$ cat src/design/imm_pkg.sv
`default_nettype none

package imm_pkg;

  // Defaults for the top-level parameters.
  localparam int unsigned MAX_DIM_DEF    = 8;
  localparam int unsigned DATA_WIDTH_DEF = 32;

  // Fixed field widths of the ports.
  localparam int unsigned FUNC_W   = 2;
  localparam int unsigned POS_W    = 3;
  localparam int unsigned VAL_W    = 32;
  localparam int unsigned STATUS_W = 2;
  localparam int unsigned REG_W    = 4;
  localparam int unsigned CFG_IDX_W = 2;

  // Command codes.
  localparam logic [FUNC_W-1:0] FUNC_WRITE_A = 2'd0;
  localparam logic [FUNC_W-1:0] FUNC_WRITE_B = 2'd1;
  localparam logic [FUNC_W-1:0] FUNC_COMPUTE = 2'd2;

  // Result status codes.
  localparam logic [STATUS_W-1:0] STATUS_OK        = 2'd0;
  localparam logic [STATUS_W-1:0] STATUS_INDEX_ERR = 2'd1;
  localparam logic [STATUS_W-1:0] STATUS_DIM_ERR   = 2'd2;

  // Configuration register indexes.
  localparam logic [CFG_IDX_W-1:0] CFG_A_ROWS = 2'd0;
  localparam logic [CFG_IDX_W-1:0] CFG_A_COLS = 2'd1;
  localparam logic [CFG_IDX_W-1:0] CFG_B_ROWS = 2'd2;
  localparam logic [CFG_IDX_W-1:0] CFG_B_COLS = 2'd3;

  // Control from the sequencer to the multiply-accumulate unit.
  typedef struct packed {
    logic clr;    // clear the accumulator
    logic issue;  // operand reads were issued this cycle
  } mac_ctrl_t;

endpackage

`default_nettype wire

$ cat src/design/imm_mac.sv
`default_nettype none

// Shared multiply-accumulate unit. Operands arrive in the cycle after the read
// issue, the product is registered, and the following cycle adds it in.
module imm_mac
  import imm_pkg::*;
#(
  parameter int unsigned DATA_WIDTH = DATA_WIDTH_DEF
) (
  input  wire logic                  clk_i,
  input  wire logic                  rst_ni,
  input  wire mac_ctrl_t             ctrl_i,
  input  wire logic [DATA_WIDTH-1:0] a_i,
  input  wire logic [DATA_WIDTH-1:0] b_i,
  output logic      [DATA_WIDTH-1:0] acc_o,
  output logic                       busy_o
);

  logic                  opnd_vld_q;
  logic                  prod_vld_q;
  logic [DATA_WIDTH-1:0] prod_q;
  logic [DATA_WIDTH-1:0] prod_d;
  logic [DATA_WIDTH-1:0] acc_q;

  // Only the low bits of the product are kept, so signedness does not matter.
  assign prod_d = a_i * b_i;

  always_ff @(posedge clk_i or negedge rst_ni) begin
    if (!rst_ni) begin
      opnd_vld_q <= 1'b0;
      prod_vld_q <= 1'b0;
      acc_q      <= '0;
    end else begin
      opnd_vld_q <= ctrl_i.issue;
      prod_vld_q <= opnd_vld_q;
      if (ctrl_i.clr) begin
        acc_q <= '0;
      end else if (prod_vld_q) begin
        acc_q <= acc_q + prod_q;
      end
    end
  end

  always_ff @(posedge clk_i) begin
    if (opnd_vld_q) begin
      prod_q <= prod_d;
    end
  end

  assign acc_o  = acc_q;
  assign busy_o = opnd_vld_q | prod_vld_q;

endmodule

`default_nettype wire

$ cat config.mk
export PLATFORM = sky130hd
export DESIGN_NAME = imm_mac
export DESIGN_NICKNAME = d
export VERILOG_FILES = /design/src/design/imm_pkg.sv /design/src/design/imm_mac.sv
export SDC_FILE = /design/constraint.sdc
export NUM_CORES = 1
export LEC_CHECK = 0
export BUFFER_PORTS_ARGS = -buffer_cell sky130_fd_sc_hd__buf_2
export CAP_MARGIN = 5
export CORE_AREA = 8 8 230 232
export CTS_BUF_LIST = sky130_fd_sc_hd__clkbuf_8 sky130_fd_sc_hd__clkbuf_16
export DETAILED_ROUTE_END_ITERATION = 10
export DIE_AREA = 0 0 238 240
export PLACE_DENSITY = 0.59
export SYNTH_ARGS = -nofsm -noshare
export SYNTH_HDL_FRONTEND = slang
export SYNTH_SLANG_ARGS = --single-unit
$ cat constraint.sdc
create_clock -name clk_i -period 4.5 [get_ports clk_i]
set_input_delay 0.9 -clock clk_i [delete_from_list [all_inputs] [get_ports clk_i]]
set_output_delay 0.9 -clock clk_i [all_outputs]
set_load 0.05 [all_outputs]
After elaboration in Yosys (flattened, before gate mapping)

Cells that the tools add are included.
Widths: inputs -> output; s select.

Input bits: 68
Bits in writable memories: 0
Output and inout bits: 33
Memories: 0
Register bits: 66
Memory bits (read-only): 0
Bits in latches: 0
Logic and storage cells: 10

Bitwise operators: 1
Mux-type cells: 2
Multiply operators: 1
Equal/unequal tests: 0
Divide/modulo/power cells: 0
Shift-type cells: 0
Add/sub/neg operators: 1
Order comparisons: 0
Reductions and logical operators: 1

Operators with widths:

| kind              | number |
|---|---|
| $mux 32           | 2 |
| $add 32x32->32    | 1 |
| $mul 32x32->32    | 1 |
| $reduce_bool 2->1 | 1 |
| $or 1x1->1        | 1 |

Depth between registers and ports, before layout

Gate-level depths: netlist (run 1).

Depth after elaboration: 3
Mapped depth: 27
Mapped depth without buffers: 24

Least setup slack after synthesis (run 1)

No wires, ideal clock.

Path kind: input port to flip-flop
From: input port b_i[2]
To: register prod_q[31], data pin
Library setup time: 260 ps
Data required time: 4240 ps
Stages on the path: 25
Path buffers: 3
Path slack: -3136 ps
Arrival time: 7376 ps
Cell sequence: clkbuf_1 > clkbuf_1 > and2_1 > fa_1 > inv_1 > fa_1 > fa_1 > fa_1 > inv_1 > fa_1 > inv_1 > fa_1 > inv_1 > fa_1 > fa_1 > ha_1 > clkbuf_2 > nand3_1 > a21boi_0 > a2111oi_0 > o31a_1 > o221a_2 > o31ai_1 > a31oi_1 > xnor2_1

Word-level cells in the longest chain between the ends: 1

RTL lines:

| element              | line          | text |
|---|---|---|
| start, declared      | imm_mac.sv:14 | `input wire logic [DATA_WIDTH-1:0] b_i,` |
| $mul 32x32->32       | imm_mac.sv:26 | `assign prod_d = a_i * b_i;` |
| net prod_d[31]       | imm_mac.sv:22 | `logic [DATA_WIDTH-1:0] prod_d;` |
| end signal, assigned | imm_mac.sv:46 | `prod_q <= prod_d;` |
| end, declared        | imm_mac.sv:21 | `logic [DATA_WIDTH-1:0] prod_q;` |

The timed path passes the listed nets, and every way through them passes these cells.
A chain may end at the register's enable or synchronous reset.

Worst setup path after layout (run 1)

From: input port a_i[14]
To: register prod_q[31], data pin

Word-level cells in the longest chain between the ends: 1

RTL lines:

| element         | line          | text |
|---|---|---|
| start, declared | imm_mac.sv:13 | `input wire logic [DATA_WIDTH-1:0] a_i,` |
| $mul 32x32->32  | imm_mac.sv:26 |  |
| net prod_d[31]  | imm_mac.sv:22 |  |

The timed path passes the listed nets, and every way through them passes these cells.

==> results of run 1 <==
==> worst max-delay path, stage by stage <==
cell and delay, ps:
clkbuf_4 170, and2_4 170, fa_1 480, inv_1 50, fa_1 460, fa_1 490, fa_1 510, inv_2 40
fa_1 500, inv_2 60, fa_1 530, inv_2 40, fa_1 450, fa_1 520, ha_4 300, nand4_1 140
nor2_2 190, a2111oi_4 70, o31a_1 290, o221a_4 290, o31ai_4 220, a31oi_2 130, xnor2_1 140
==> logic make-up after synthesis <==
| kind of cell | count (synthesis) | share of synthesized area, % |
|---|---|---|
| xor gates and xnor gates | 98 | 4.41 |
| and+or+nand+nor | 682 | 17.5 |
| AOI/OAI and AO/OA | 178 | 6.40 |
| muxes | 12 | 0.618 |
| DFF | 66 | 9.32 |
| buffers and inverters | 506 | 9.77 |
| adders and majority gates | 563 | 52.0 |
==> synthesized netlist by cell type (6+ instances only) <==
cell,count
inv_1,411
o21a_1,16
dfrtp_1,34
or3_1,9
nor3_1,16
o21ai_0,27
xnor2_1,77
nand3_1,15
nand2_1,286
and2_1,271
a21o_1,19
a21oi_1,42
ha_1,154
edfxtp_1,32
o31ai_1,6
clkbuf_1,91
fa_1,409
nor2_1,53
o21bai_1,8
mux2i_1,12
a31oi_1,8
xor2_1,21
a211oi_1,11
==> placed cells by master, fill, tap and decap left out, types with 9 or more instances in the layout <==
cell	instances
a211oi_1	9
a21o_1	19
a21oi_1	30
a21oi_2	10
and2_1	247
and2_4	25
buf_2	84
buf_4	220
buf_6	38
clkbuf_16	9
dfrtp_1	34
edfxtp_1	32
fa_1	390
fa_2	19
ha_1	118
ha_4	35
inv_1	393
inv_2	20
mux2i_1	12
nand2_1	284
nand3_1	15
nor2_1	48
nor3_1	14
o21a_1	16
o21ai_0	21
xnor2_1	75
xor2_1	21
==> what timing repair did <==
action | CTS | global route
gates resized for setup | 94 | 124
setup buffers | 16 | 21
pin swaps | 50 | 84
setup endpoints to repair | 26 | 25
cloned | 0 | 0
hold buffers | 0 | 0
==> layer usage <==
layer  part of all wire, %  vias to the layer above
li1                      -                     6951
met1                    47                     7487
met2                    46                      351
met3                   5.7                       58
met4                   1.5                        4
met5                 0.052                        -
==> registers in the layout (all words and copies together) (netlist names) <==
name,cells
acc_o,32
prod_q,32
opnd_vld_q,1
prod_vld_q,1
==> per-stage QoR <==
| step | area (µm²) | setup slack (ps) |
|---|---|---|
| 2_1_floorplan | 19700 | -2760 |
| 3_3_place_gp | 22400 | -2960 |
| 3_5_place_dp | 22400 | -3040 |
| 4_1_cts | 23300 | -2680 |
| 5_1_grt | 23900 | -2780 |
| 6_report | 23900 | -2580 |
==> layout make-up <==
class / instances / area [µm²]
Sequential cell: 66 / 1810
Tap cell: 672 / 841
Multi-Input combinational cell: 1533 / 16600
Fill cell: 4663 / 25600
Inverter: 412 / 1550
Antenna cell: 2 / 5.00
Clock inverter: 7 / 55.1
Timing Repair Buffer: 362 / 2810
Clock buffer: 9 / 225
==> worst max-delay path by stage <==
stage | cells after the start | to
final | 23 | prod_q[31]
after global routing | 23 | prod_q[31]
after CTS | 23 | prod_q[31]
after detailed placement | 23 | prod_q[31]
after global placement | 24 | prod_q[30]
after floorplan | 25 | prod_q[31]
==> results.txt, run 1 <==
fmax - 141 MHz
Layout Cells excl Fill - 3,063
die area - 57,100 µm²
initial antenna violation count - 5
Setup Skew - 4.39 ps
Synth Instances - 2,105
crit path time final - 7080 ps
met2 Use GR - 29.4%
failing checks - setup timing
Synth async-reset ratio - 51.5%
Iter 0 DRT Violations - 724
total negative setup slack - -50,040 ps
drt total wl - 51,800 µm
Hold Startpoint - acc_o[29]
Hold Path Stages - 1
Yosys top cell by area - fa_1
vias per inst - 4.85
row cnt - 82
Period Utilization, post-route - 157%
Starting Density - 39.3%
met1 GRT Util - 26.3%
worst reg2reg path endpoint - acc_o[24]
FF-to-FF path depth - 10
worst min path class - reg -> reg
crit path max fanout - 6
share of layout cells above drive strength 1 - 22.1%
post-synth net total - 2,736
register area share after synthesis - 9.32%
antenna-violating nets left - 0
gr usage total - 18.4%
final setup fails - 25
Port Buf Inserts - 100
# nets final - 3,015
library cells used by synthesis - 64
pin count of the biggest net entering global routing - 35
core area - 49,500 µm²
grt ovf - 0
Setup crit start kind - primary input
Worst Tran Pin Value - 926 ps
Setup crit start - a_i[14]
leading post-synthesis cells by cell area - fa_1 (42%), ha_1 (9.9%), and2_1 (8.7%), inv_1 (7.9%), nand2_1 (5.5%)
Worst R2R Start - acc_o[0]
WL per Instance - 16.9 µm
met3 Use GR - 2.93%
synth warn - 0
synthesized area per cell - 9.24 µm²
H-tree Lvls - 3
Min-Delay Endpoint - acc_o[29]
Worst EP required - 4580 ps
RSZ-0062 raised after global routing - true
Sink Count - 66
final slew viol count - 0
Arrival @ worst endpoint - 7160 ps
detailed-route via count - 14,900
HPWL after detailed placement - 45,400 µm
status - finished with violations
Final WS setup - -2580 ps
DR pass1 iterations - 6
Die Y - 240 µm
Post-synth top flop - dfrtp_1
Synth-to-Final Area Change - 22.8%
I/O Pins - 101
TritonCTS clock tree - done
root buf cell - clkbuf_16
synthesized flop and latch total - 66
Worst setup EP type - flip-flop
chip width - 238 µm
worst relative slew slack - 38.0%
Inst Count DP - 3,012
CTS buffer count - 9
vias in the first global route - 15,900
Max Buffers Root-to-Sink - 2
final hold vios - 0
DRC - 0
clk_lat worst skew - 330 ps
EDFF count, synth - 32
CP Class - in -> reg
WHS - 547 ps
maxcap violations - 0
GR peak layer - met2
routability cong. - 0.894
synthesized area - 19,400 µm²
Yosys top cell area share - 42.1%
first-pass GRT wire length - 84,700 µm
flop2flop setup slack - 1190 ps
Worst-path clk slew - 50 ps
fin util - 48.3%
Power of run 1 is left out: the tool's default activity adds up to more than one toggle a clock period on the data nets, which glitch-free logic cannot reach.
==> run 2, diff against run 1 <==
clock period = 8.84 ns   (was 4.5 ns; I/O delays follow)
==> results.txt, run 2 (synthesis gave the netlist of run 1 again) <==
DR pass1 iterations - 5
root buf cell - clkbuf_16
Sink Count - 66
detailed-route via count - 14,300
worst relative slew slack - 40.4%
Critical Path Max Stage Delay - 540 ps
Worst setup endpoint - prod_q[30]
Hold Path Stages - 1
I/O Pins - 101
Arrival @ worst endpoint - 8460 ps
Worst-path clk slew - 50 ps
Period Utilization, post-route - 94.9%
share of layout cells above drive strength 1 - 8.07%
antenna-violating nets left - 0
WL per Instance - 18.7 µm
gr usage total - 19.2%
TritonCTS clock tree - done
core area - 49,500 µm²
maxcap violations - 0
Worst setup EP type - flip-flop
Setup Skew - 3.72 ps
post-CTS sizing - 0
final setup fails - 0
CP cell instances - buf_2 > buf_4 > and2_1 > fa_1 > fa_1 > inv_1 > fa_1 > fa_1 > inv_1 > fa_1 > inv_1 > fa_1 > fa_1 > fa_1 > inv_1 > ha_1 > inv_1 > nor4_1 > buf_4 > nand4_1 > a31o_2 > a31oi_1 > a2111o_1 > nand3_1
Starting Density - 39.3%
grt ovf - 0
chip width - 238 µm
Setup crit start kind - primary input
CP Class - in -> reg
row cnt - 82
vias per inst - 5.00
initial antenna violation count - 5
CTS buffer count - 9
clk_lat worst skew - 330 ps
CP dominant cell by count - fa_1
Place WS - 124 ps
total negative setup slack - 0 ps
Setup crit start - a_i[16]
most common cell after layout, fill and taps aside - inv_1
Final WS setup - 449 ps
Iter 0 DRT Violations - 948
commonest non-fill, non-tap cells in the layout - inv_1 (413), fa_1 (409), nand2_1 (286)
Die Y - 240 µm
# nets final - 2,806
Port Buf Inserts - 100
crit path max fanout - 12
DRC - 0
crit path time final - 8390 ps
Worst Tran Pin Value - 891 ps
flop2flop setup slack - 5580 ps
Worst R2R Start - acc_o[0]
routability cong. - 0.920
Worst path slowest cell - fa_1
Synth-to-Final Area Change - 9.02%
worst min path class - reg -> reg
Worst EP required - 8910 ps
worst reg2reg path endpoint - acc_o[24]
RSZ-0062 raised after global routing - false
HPWL after detailed placement - 45,800 µm
Post-CTS Setup Inserts - 0
first-pass GRT wire length - 86,000 µm
final slew viol count - 0
vias in the first global route - 15,400
Max Buffers Root-to-Sink - 2
FF-to-FF path depth - 10
fmax - 119 MHz
die area - 57,100 µm²
Final Cell Area - 21,200 µm²
status - finished clean
pin count of the biggest net entering global routing - 35
H-tree Lvls - 3
drt total wl - 53,300 µm
final hold vios - 0
Post-DP Area - 20,900 µm²
CTS Hold Bufs - 0
## run 2: cell types whose count changed in the layout (fill, tap and decap cells not counted), sizes merged
cell    delta
diode      +4
inv        -1
buf      -205
clkinv     -2
bufinv     -1
## run 2: worst min path at each step
stage	slack (ps)	end	startpoint
2_1_floorplan	580	acc_o[0]	prod_q[0]
6_report	540	acc_o[22]	acc_o[22]
3_3_place_gp	520	acc_o[21]	acc_o[21]
4_1_cts	550	acc_o[22]	acc_o[22]
3_5_place_dp	530	acc_o[14]	acc_o[14]
5_1_grt	560	acc_o[21]	acc_o[21]
## run 2: routing by layer
layer,up-vias,global-route usage (%),routed length (µm)
met2,427,30.8,23800
met5,-,0,0
li1,6533,-,-
met1,7276,27.4,24900
met4,0,3.16,818
met3,45,3.38,3860
## run 2: final cells by class
type                       instances  area [µm²]
antenna                            6        15.0
clock buffer                      13         292
clock inverter                     3        12.5
fill                            4944       28200
inverter                         412        1550
multi-input combinational       1533       15700
sequential                        66        1810
tap                              672         841
timing repair buffer             153         948
## run 2: stage by stage
step | hold slack, ps | cells | util (%)
finish | 542 | 2858 | 42.9
floorplan | 577 | 2105 | -
global placement | 524 | 2836 | 42.2
CTS | 546 | 2852 | 42.8
detailed placement | 532 | 2836 | 42.2
global route | 562 | 2853 | 42.8
## run 2: critical path, delay by kind of cell
| kind | cells | cell delay [ps] |
|---|---|---|
| buffers and inverters | 8 | 840 |
| AND/OR/NAND/NOR | 4 | 660 |
| AO/OA/AOI/OAI | 3 | 870 |
| adder cells (fa/ha/maj) | 9 | 4310 |
Power of run 2 is left out for the same reason.
==> run 3, diff against run 2 <==
CORE_AREA = 8 8 190 192   (was 8 8 230 232)
DIE_AREA = 0 0 198 200   (was 0 0 238 240)
PLACE_DENSITY = 0.8   (was 0.59)
clock period = 10.4 ns   (was 8.84 ns; I/O delays follow)
==> results.txt, run 3 (synthesis gave the netlist of run 1 again) <==
final slew viol count - 0
I/O Pins - 101
vias in the first global route - 15,900
status - finished clean
Worst Tran Pin Value - 1050 ps
final hold vios - 0
Critical Path Max Stage Delay - 520 ps
Worst setup EP type - flip-flop
HPWL after detailed placement - 40,800 µm
post-CTS sizing - 0
die area - 39,600 µm²
grt ovf - 0
# nets final - 2,759
crit path max fanout - 25
WHS - 524 ps
DRC - 0
CTS Hold Bufs - 0
Synth-to-Final Area Change - 5.48%
maxcap violations - 0
Max Buffers Root-to-Sink - 2
clk_lat worst skew - 330 ps
TritonCTS clock tree - done
Setup crit start kind - primary input
FF-to-FF path depth - 10
CTS buffer count - 9
H-tree Lvls - 3
Worst-path clk slew - 50 ps
WL per Instance - 19.2 µm
worst min path class - reg -> reg
CP dominant cell by count - fa_1
core area - 33,100 µm²
Final Cell Area - 20,500 µm²
root buf cell - clkbuf_16
crit path time final - 9020 ps
CP cell instances - buf_2 > nand2_1 > fa_1 > inv_1 > fa_1 > fa_1 > inv_1 > fa_1 > inv_1 > fa_1 > inv_1 > fa_1 > inv_1 > fa_1 > fa_1 > ha_1 > nand3_1 > a21boi_0 > a2111oi_0 > o31a_1 > o221a_2 > o31ai_1 > a31oi_1 > xnor2_1
Iter 0 DRT Violations - 913
routability cong. - 0.921
Sink Count - 66
CP Class - in -> reg
Worst path slowest cell - fa_1
row cnt - 67
Post-DP Area - 20,200 µm²
fmax - 111 MHz
Hold Path Stages - 2
Arrival @ worst endpoint - 9090 ps
worst relative slew slack - 29.6%
Setup Skew - 4.09 ps
chip width - 198 µm
initial antenna violation count - 1
share of layout cells above drive strength 1 - 6.05%
vias per inst - 5.62
DR pass1 iterations - 6
Starting Density - 58.7%
first-pass GRT wire length - 81,700 µm
detailed-route via count - 14,500
antenna-violating nets left - 0
final setup fails - 0
Port Buf Inserts - 100
pin count of the biggest net entering global routing - 35
Period Utilization, post-route - 86.8%
Worst EP required - 10,470 ps
Die Y - 200 µm
most common cell after layout, fill and taps aside - inv_1
gr usage total - 26.1%
RSZ-0062 raised after global routing - false
Post-CTS Setup Inserts - 0
drt total wl - 49,700 µm
commonest non-fill, non-tap cells in the layout - inv_1 (413), fa_1 (409), nand2_1 (286)
total negative setup slack - 0 ps
==> run 3: worst max-delay path, delay by kind of cell <==
| family | cells | cell delay, ps |
|---|---|---|
| buffers and inverters | 6 | 830 |
| AOI/OAI and AO/OA | 6 | 1560 |
| and+or+nand+nor | 2 | 260 |
| adders and majority gates | 9 | 4200 |
| xor gates and xnor gates | 1 | 130 |
==> run 3: per-stage QoR <==
step	utilization, %	setup WS, ps	cells
5_1_grt	62.0	1040	2582
6_report	62.0	1380	2582
3_5_place_dp	61.0	1120	2565
3_3_place_gp	61.0	1290	2565
2_1_floorplan	-	1580	2105
4_1_cts	61.9	1490	2581
==> run 3: layout make-up <==
class,count,area (µm²)
diodes,1,2.50
clock buffers,9,225
clock inverters,7,86.3
flip-flops and latches,66,1810
well taps,448,561
inverters,412,1550
repair buffers,106,546
fillers,2758,12600
multi-input cells,1533,15700
==> run 3: path summary, 6_finish.rpt <==
check / from / end / slack (ps)
setup / recovery: a_i[7] / prod_q[31] / 1380
hold / removal: acc_o[14] / acc_o[14] / 520
hold reg to reg: acc_o[14] / acc_o[14] / 520
setup reg to reg: acc_o[0] / acc_o[24] / 7090
min in group asynchronous: rst_ni / acc_o[6] / 1810
max in group asynchronous: rst_ni / acc_o[28] / 8120
==> run 3: per-layer routing <==
metal | global-route usage, % | vias to the layer above | share of wire, %
met5 | 0 | - | 0
met1 | 33.9 | 7262 | 40
met3 | 4.38 | 120 | 8.6
met2 | 43.8 | 691 | 48
met4 | 9.73 | 0 | 3.6
li1 | - | 6432 | -
Power of run 3 is left out for the same reason.
